--- config.mk ---
export PLATFORM = sky130hd
export DESIGN_NAME = btff_ctrl
export DESIGN_NICKNAME = d
export VERILOG_FILES = /design/src/design/btff_pkg.sv /design/src/design/btff_ctrl.sv
export SDC_FILE = /design/constraint.sdc
export NUM_CORES = 1
export LEC_CHECK = 0
export BUFFER_PORTS_ARGS = -buffer_cell sky130_fd_sc_hd__clkbuf_2
export CORE_MARGIN = 5
export CORE_UTILIZATION = 53
export CTS_CLUSTER_SIZE = 40
export DETAILED_ROUTE_END_ITERATION = 6
export PLACE_DENSITY = 0.78
export SLEW_MARGIN = 20
export SYNTH_ARGS = -nofsm -noshare
export SYNTH_HDL_FRONTEND = slang
export SYNTH_SLANG_ARGS = --single-unit
--- constraint.sdc ---
create_clock -name clk -period 1.7 [get_ports clk]
set_input_delay 0.34 -clock clk [delete_from_list [all_inputs] [get_ports clk]]
set_output_delay 0.34 -clock clk [all_outputs]
set_load 0.1 [all_outputs]
--- src/design/btff_pkg.sv ---
// Shared types, constants and sequencer codes of the boundary-tag heap allocator.
package btff_pkg;

	localparam int WORD_BYTES  = 4;
	localparam int HEAP_WORDS  = 4096;
	localparam int CHUNK_BYTES = 4096;
	localparam int DBL_BYTES   = 2 * WORD_BYTES;
	localparam int MIN_BLOCK   = 2 * DBL_BYTES;
	localparam int HEAP_BYTES  = HEAP_WORDS * WORD_BYTES;

	localparam int ADDR_W = $clog2(HEAP_BYTES);
	localparam int WIDX_W = $clog2(HEAP_WORDS);
	localparam int BRK_W  = ADDR_W + 1;
	localparam int ASZ_W  = 17;

	localparam logic [31:0] SIZE_MASK = ~32'd7;

	typedef enum logic [1:0] {
		OP_INIT  = 2'd0,
		OP_ALLOC = 2'd1,
		OP_FREE  = 2'd2
	} op_t;

	typedef enum logic [5:0] {
		S_IDLE, S_DECODE,
		S_INIT0, S_INIT1, S_INIT2, S_INIT3,
		S_GROW_CHK, S_GROW_W0, S_GROW_W1, S_GROW_W2,
		S_M1R, S_M1C, S_M2R, S_M2C, S_M3R, S_M3C, S_M4R, S_M4C, S_M5R, S_M5C, S_MBR,
		S_MA_W0, S_MA_W1,
		S_MB_W0, S_MB_R, S_MB_C, S_MB_W1,
		S_MC_R, S_MC_C, S_MC_W0, S_MC_R2, S_MC_C2, S_MC_R3, S_MC_C3, S_MC_W1,
		S_RET_R, S_RET_C,
		S_FR_R, S_FR_C, S_FR_W0, S_FR_W1,
		S_FF_R, S_FF_C,
		S_CV_R, S_CV_C, S_CV_B, S_CV_S0, S_CV_S1, S_CV_S2, S_CV_S3, S_CV_N0, S_CV_N1,
		S_OK, S_FAIL, S_DONE
	} state_t;

	typedef struct packed {
		logic is_init;
		logic is_alloc;
		logic is_free;
		logic req_zero;
		logic brk_zero;
		logic grow_fail;
		logic ff_zero;
		logic ff_fit;
		logic ff_past;
		logic pa;
		logic na;
		logic split;
	} dp_stat_t;

endpackage

--- src/design/btff_ctrl.sv ---
// Sequencer of the allocator: walks init, first-fit, grow, merge, carve and free steps.
module btff_ctrl (
	input  logic              clk,
	input  logic              arst_n,
	input  logic              start,
	input  btff_pkg::dp_stat_t stat,
	output btff_pkg::state_t  cmd,
	output logic              busy,
	output logic              done
);
	import btff_pkg::*;

	state_t st_q, nxt, after_merge;

	always_ff @(posedge clk or negedge arst_n) begin
		if (!arst_n) begin
			st_q <= S_IDLE;
		end else begin
			st_q <= nxt;
		end
	end

	always_comb begin
		after_merge = stat.is_alloc ? S_CV_R : S_OK;
		nxt = st_q;
		cmd = st_q;
		busy = (st_q != S_IDLE);
		done = (st_q == S_DONE);
		case (st_q)
			S_IDLE: if (start) nxt = S_DECODE;
			S_DECODE: begin
				if (stat.is_init) nxt = S_INIT0;
				else if (stat.is_alloc)
					nxt = (stat.req_zero || stat.brk_zero) ? S_FAIL : S_FF_R;
				else if (stat.is_free) nxt = stat.brk_zero ? S_OK : S_FR_R;
				else nxt = S_FAIL;
			end
			S_INIT0: nxt = S_INIT1;
			S_INIT1: nxt = S_INIT2;
			S_INIT2: nxt = S_INIT3;
			S_INIT3: nxt = S_GROW_CHK;
			S_GROW_CHK: nxt = stat.grow_fail ? S_FAIL : S_GROW_W0;
			S_GROW_W0: nxt = S_GROW_W1;
			S_GROW_W1: nxt = S_GROW_W2;
			S_GROW_W2: nxt = S_M1R;
			S_M1R: nxt = S_M1C;
			S_M1C: nxt = S_M2R;
			S_M2R: nxt = S_M2C;
			S_M2C: nxt = S_M3R;
			S_M3R: nxt = S_M3C;
			S_M3C: nxt = S_M4R;
			S_M4R: nxt = S_M4C;
			S_M4C: nxt = S_M5R;
			S_M5R: nxt = S_M5C;
			S_M5C: nxt = S_MBR;
			S_MBR: begin
				if (stat.pa && stat.na) nxt = after_merge;
				else if (stat.pa) nxt = S_MA_W0;
				else if (stat.na) nxt = S_MB_W0;
				else nxt = S_MC_R;
			end
			S_MA_W0: nxt = S_MA_W1;
			S_MA_W1: nxt = after_merge;
			S_MB_W0: nxt = S_MB_R;
			S_MB_R: nxt = S_MB_C;
			S_MB_C: nxt = S_MB_W1;
			S_MB_W1: nxt = S_RET_R;
			S_MC_R: nxt = S_MC_C;
			S_MC_C: nxt = S_MC_W0;
			S_MC_W0: nxt = S_MC_R2;
			S_MC_R2: nxt = S_MC_C2;
			S_MC_C2: nxt = S_MC_R3;
			S_MC_R3: nxt = S_MC_C3;
			S_MC_C3: nxt = S_MC_W1;
			S_MC_W1: nxt = S_RET_R;
			S_RET_R: nxt = S_RET_C;
			S_RET_C: nxt = after_merge;
			S_FR_R: nxt = S_FR_C;
			S_FR_C: nxt = S_FR_W0;
			S_FR_W0: nxt = S_FR_W1;
			S_FR_W1: nxt = S_M1R;
			S_FF_R: nxt = S_FF_C;
			S_FF_C: begin
				if (stat.ff_zero) nxt = S_GROW_CHK;
				else if (stat.ff_fit) nxt = S_CV_R;
				else if (stat.ff_past) nxt = S_GROW_CHK;
				else nxt = S_FF_R;
			end
			S_CV_R: nxt = S_CV_C;
			S_CV_C: nxt = S_CV_B;
			S_CV_B: nxt = stat.split ? S_CV_S0 : S_CV_N0;
			S_CV_S0: nxt = S_CV_S1;
			S_CV_S1: nxt = S_CV_S2;
			S_CV_S2: nxt = S_CV_S3;
			S_CV_S3: nxt = S_OK;
			S_CV_N0: nxt = S_CV_N1;
			S_CV_N1: nxt = S_OK;
			S_OK: nxt = S_DONE;
			S_FAIL: nxt = S_DONE;
			S_DONE: nxt = S_IDLE;
			default: nxt = S_IDLE;
		endcase
	end
endmodule

# Yosys cells after proc, flatten, opt, wreduce, memory -nomap -nowiden
# Index checks and enable logic that the tools add are counted.
# classes
n_addsub	0
mux	16
magnitude_cmp	0
div	0
shifts	0
n_bitwise	0
multipliers	0
n_reduce_logical	9
eq_ne	55
# op_table
cell	n
6-bit one-hot mux with 49 select lines	1
6-bit equality test, second input constant	23
6-bit by 5-bit equality test with 1-bit output, second input constant	16
6-bit by 4-bit equality test with 1-bit output, second input constant	8
6-bit 2-to-1 mux	7
5-bit 2-to-1 mux	6
6-bit by 3-bit equality test with 1-bit output, second input constant	4
6-bit by 2-bit equality test with 1-bit output, second input constant	2
2-bit OR reduction	5
4-bit 2-to-1 mux	2
6-bit by 1-bit equality test with 1-bit output, second input constant	1
6-bit zero test	1
6-bit nonzero test	1
2-bit != test, second input constant	1
1-bit logical AND	1
1-bit logical OR	1
# totals
n_memories	0
reg_bits	6
input_bits	15
mem_bits_ro	0
ram_bits	0
out_inout_bits	8
elab_cells	81
latchBits	0

# Longest topological paths before layout
# logic_depth
word_depth	5
ltp_mapped	7
mapped_depth_nobuf	5

# Least setup slack after synthesis
# OpenSTA, ideal clock, no wires.
# synth_timing
kind	reg2out
from	register st_q[2], in the netlist cmd[2]
to	output done
path_slack_ns	-1.349
path_buffers	1
stages_incl_launch_ff	5
t_arrival_ns	2.709
required_time_ns	1.360
path_cell_list	dfrtp_1 buf_4 nor2b_2 nand2_1 nor2_1
# synth_between
elab_chain_cells	1
# synth_lines
item	line	text
start: declaration	btff_ctrl.sv:13	state_t st_q, nxt, after_merge;
start signal: assignment	btff_ctrl.sv:19	st_q <= nxt;
6-bit equality test	btff_ctrl.sv:28	done = (st_q == S_DONE);
end: declaration	btff_ctrl.sv:9	output logic done
# Every way passes these cells.

# Worst setup path in the final report
# layout_timing
from	register st_q[0], in the netlist cmd[0]
to	register st_q[5], in the netlist cmd[5]
# layout_between
elab_chain_cells	3
elab_cells_between_ends	61
cone_classes	eq/ne: 54; mux: 1; reduce/logical: 6
# layout_lines
item	line	text
6-bit equality test (tied with other cells)	btff_ctrl.sv:29	case (st_q)
2-bit OR reduction (no source line)	-	
6-bit one-hot mux with 49 select lines	btff_ctrl.sv:29	
# Parallel ways exist; a longest one is shown, timed or not.
# A chain may end at the register's enable or synchronous reset.

==> impl_table.tex <==
\begin{tabular}{lr}
\hline
Metric & Value \\
\hline
\multicolumn{2}{l}{\textbf{Status}} \\
Outcome & complete, but fails checks \\
Failing checks & setup timing \\
\multicolumn{2}{l}{\textbf{Cells and area}} \\
Synth-to-layout area growth & 55.44\% \\
Layout Nets & 210 \\
Final antenna diode count & 0 \\
Proportion of layout cells with a drive suffix above 1 & 0.4352 \\
Layout Utilization & 0.8703 \\
Fin cells & 218 \\
Flip-flop count of the largest register, all copies and words added & 6 \\
\multicolumn{2}{l}{\textbf{Clock tree}} \\
Clock sinks & 6 \\
Clock Tree Root & clkbuf\_4 \\
Clock tree from TritonCTS & built \\
Largest buffer count on any clock path & 2 \\
Clock network latency to the later pin of the worst-skew pair & 0.25 ns \\
CTS H-tree lvls & 1 \\
Number of buffers added by the clock tree synthesis step & 3 \\
Clock transition time at the flip-flop clock pins of the worst setup and hold paths & roughly 0.05 ns \\
\multicolumn{2}{l}{\textbf{Setup path}} \\
Crit path kind & flop to flop \\
CP delay by family, top & flip-flops \\
Master of the slowest instance on the critical path & dfrtp\_4 \\
Maximum cell stage delay along the critical path & 0.56 ns \\
Critical Path Source Type & flop \\
Top fanout value on the critical path & 9 \\
Signal arrival time at the worst endpoint & 1.89 ns \\
Critical path capture point type & flop \\
Bufs and invs on worst path & 1 \\
Cell breakdown of the critical path & buf\_2 -> o21ai\_0 -> a21oi\_1 -> or4\_1 \\
Worst EP required & 1.81 ns \\
\multicolumn{2}{l}{\textbf{Power}} \\
Net load switching power & 2.052 mW \\
Leakage power of the design & 0.6122 nW \\
Fraction of power consumed by sequential logic & 0.127 \\
Combinational share of power & 0.835 \\
Worst vdd rail ir drop & 1563 µV \\
Power density over the cells & 2383 nW/µm² \\
Switch share & 0.5671 \\
Cell internal pwr & about 1.6 mW \\
Share of power burned in the clock network & 0.038 \\
\multicolumn{2}{l}{\textbf{Placed design}} \\
Inst Count DP & between 150 and 200 \\
DPL Wire Length & 2764 µm \\
Quantity of I/O buffers inserted on ports & 22 \\
GPL Wtd Cong & 1.049 \\
\multicolumn{2}{l}{\textbf{Synth}} \\
Flip-flop cell with the highest count after synthesis & dfrtp\_1 \\
Total number of yosys warnings & 0 \\
Number of cells produced by synthesis & 146 \\
Post-synth cell types & 44 \\
Synth async-reset ratio & 1.000 \\
Average footprint of a synthesized cell & approximately 6.7 µm² \\
Flops \& latches, synth & 6 \\
Net count after synthesis & 161 \\
Mapped Area & between 900 and 1000 µm² \\
Sequential element share of the synthesized area & 0.1536 \\
Number of enable-type register cells in the synthesized netlist & 0 \\
\multicolumn{2}{l}{\textbf{Detailed routing}} \\
Final routed wirelength across all metal layers & 4545 µm \\
Detailed-route wire length per cell & 20.85 µm \\
Vias after detailed routing & 1478 \\
First-pass iteration count of the detailed router & 5 \\
Count of nets left with antenna violations after detail routing & 0 \\
Drt drc & 0 \\
Drt initial violations & 136 \\
Via count normalized by instance count & 6.780 \\
\multicolumn{2}{l}{\textbf{Global routing}} \\
Wire length of the first global-routing pass & 6210 µm \\
Via count of the first global-routing pass & between 1k and 1.5k \\
Total overflow reported by the global router & 0 \\
Number of antenna violations at the first check in global routing & 0 \\
GRT Total Usage & 0.3062 \\
Maximum number of pins on one net before global-route repair & 20 \\
\multicolumn{2}{l}{\textbf{STA}} \\
Pins over their slew limit & 0 \\
Peak Freq & $\sim$560 MHz \\
Clk\_skew & 0.005048 ns \\
Fraction of the cycle the final worst path needs & 1.046 \\
Worst slew margin relative to its limit & 0.7265 \\
Min Tclk post-route & 1.778 ns \\
Final Hold Fails & 0 \\
Final WS setup & -0.07791 ns \\
Worst-Margin Slew & 0.4071 ns \\
Setup violations, final & 4 \\
RSZ-0062 raised after global routing & true \\
\multicolumn{2}{l}{\textbf{Min path}} \\
HP Class & primary input to flop \\
\multicolumn{2}{l}{\textbf{Floorplan}} \\
Width of the die & 52.94 µm \\
Core area & roughly 1700 µm² \\
Std cell rows & 15 \\
Starting utilization of the core area & 0.5599 \\
Die ar. & 2803 µm² \\
Height of the chip & 52.94 µm \\
Num ports & 23 \\
\multicolumn{2}{l}{\textbf{Job}} \\
Max-cap violation count & 0 \\
\hline
\end{tabular}
==> what timing repair did <==
| item | in CTS | in global routing |
|---|---|---|
| pin swaps | 5 | 4 |
| hold buffers | 1 | 0 |
| setup buffers | 6 | 11 |
| endpoints found under the setup margin | 2 | 8 |
| gates resized for setup | 6 | 11 |
| endpoints found under the hold margin | 6 | 0 |
==> cell usage in the layout, fill, tap and decap left out, types with 2 or more instances in the layout <==
cell type,Yosys,final
buf_4,2,31
nand2_1,17,16
a21oi_1,16,16
clkbuf_2,0,15
o21ai_0,8,8
nor2_1,10,6
nand3_1,9,6
o22ai_1,7,6
dfrtp_4,0,6
nand2b_1,5,5
nor2_4,0,4
inv_1,4,4
nor3_1,4,4
buf_12,0,4
nor2b_1,5,3
nand4_1,3,3
nor3b_1,3,3
a31oi_1,3,3
clkbuf_4,0,3
nor2b_4,0,2
o21ai_1,2,2
nand3_2,0,2
or2_4,2,2
or4_1,3,2
o2111ai_1,2,2
o31ai_1,3,2
buf_6,1,2
==> per-layer routing <==
metal | global-route usage | share of wire | wire length (µm)
met1 | 0.3888 | 0.35 | 1603
met2 | 0.5103 | 0.45 | 2052
met3 | 0.03944 | 0.11 | 518
met4 | 0.1362 | 0.081 | 370
met5 | 0 | 0 | 0
==> power by group through the flow <==
| stage | clock [mW] | sequential, mW | combinational [mW] |
|---|---|---|---|
| after floorplan | 0 | 0.832 | 1.35 |
| after global placement | 0 | 0.515 | 2.32 |
| after detailed placement | 0 | 0.527 | 2.33 |
| after CTS | 0.135 | 0.488 | 2.55 |
| after global routing | 0.147 | 0.468 | 3.16 |
| final | 0.138 | 0.459 | 3.02 |
==> through the flow <==
stage	power (mW)	TNS (ns)	hold WS [ns]	worst slack, ns	area [µm²]
2_1_floorplan	2.183	-0.3377	0.04443	-0.1540	1054
3_3_place_gp	2.835	0	0.1745	0.04734	1299
3_5_place_dp	2.854	0	0.1759	0.04804	1299
4_1_cts	3.173	-0.001859	0.4362	-0.001859	1401
5_1_grt	3.772	-0.2439	0.4465	-0.09833	1519
6_report	3.619	-0.1835	0.4478	-0.07791	1519
==> cell usage after synthesis, types with 4 or more instances <==
master / n / share of area
nor3_1: 4 / 0.020
nor2b_1: 5 / 0.032
o21ai_0: 8 / 0.041
o22ai_1: 7 / 0.045
nand2_1: 17 / 0.065
buf_2: 7 / 0.036
nand3_1: 9 / 0.046
inv_1: 4 / 0.015
dfrtp_1: 6 / 0.15
nand2b_1: 5 / 0.032
a21oi_1: 16 / 0.082
nor2_1: 10 / 0.038
==> final timing paths <==
| path | start | end | slack [ns] | cells past startpoint |
|---|---|---|---|---|
| max | cmd[0] | cmd[5] | -0.08 | 4 |
| min | start | cmd[0] | 0.45 | 3 |
| max reg2reg | cmd[0] | cmd[5] | -0.08 | 4 |
| min reg2reg | cmd[5] | cmd[2] | 0.84 | 3 |
| max in group asynchronous | arst_n | cmd[0] | 1.01 | 2 |
| min in group asynchronous | arst_n | cmd[3] | 0.50 | 2 |
==> tightest hold or removal path, delay by kind of cell <==
kind | cells | cell delay (ns)
buffers and inverters | 1 | 0.08
AOI/OAI and AO/OA | 2 | 0.23
==> layout make-up <==
type,instances,area [µm²]
multi-input cells,124,833.3
repair buffers,55,440.4
fillers,108,226.5
flip-flops and latches,6,172.7
well taps,25,31.28
clock buffers,3,22.52
inverters,5,18.77
==> kinds of logic after synthesis <==
| group | synth area share |
|---|---|
| AND/OR/NAND/NOR | 0.4021 |
| AO/OA/AOI/OAI | 0.3393 |
| buffers and inverters | 0.08577 |
| flip-flops | 0.1536 |
| XOR/XNOR | 0.008965 |
| multiplexers | 0.01024 |
Power figures use the tool's default switching activity.
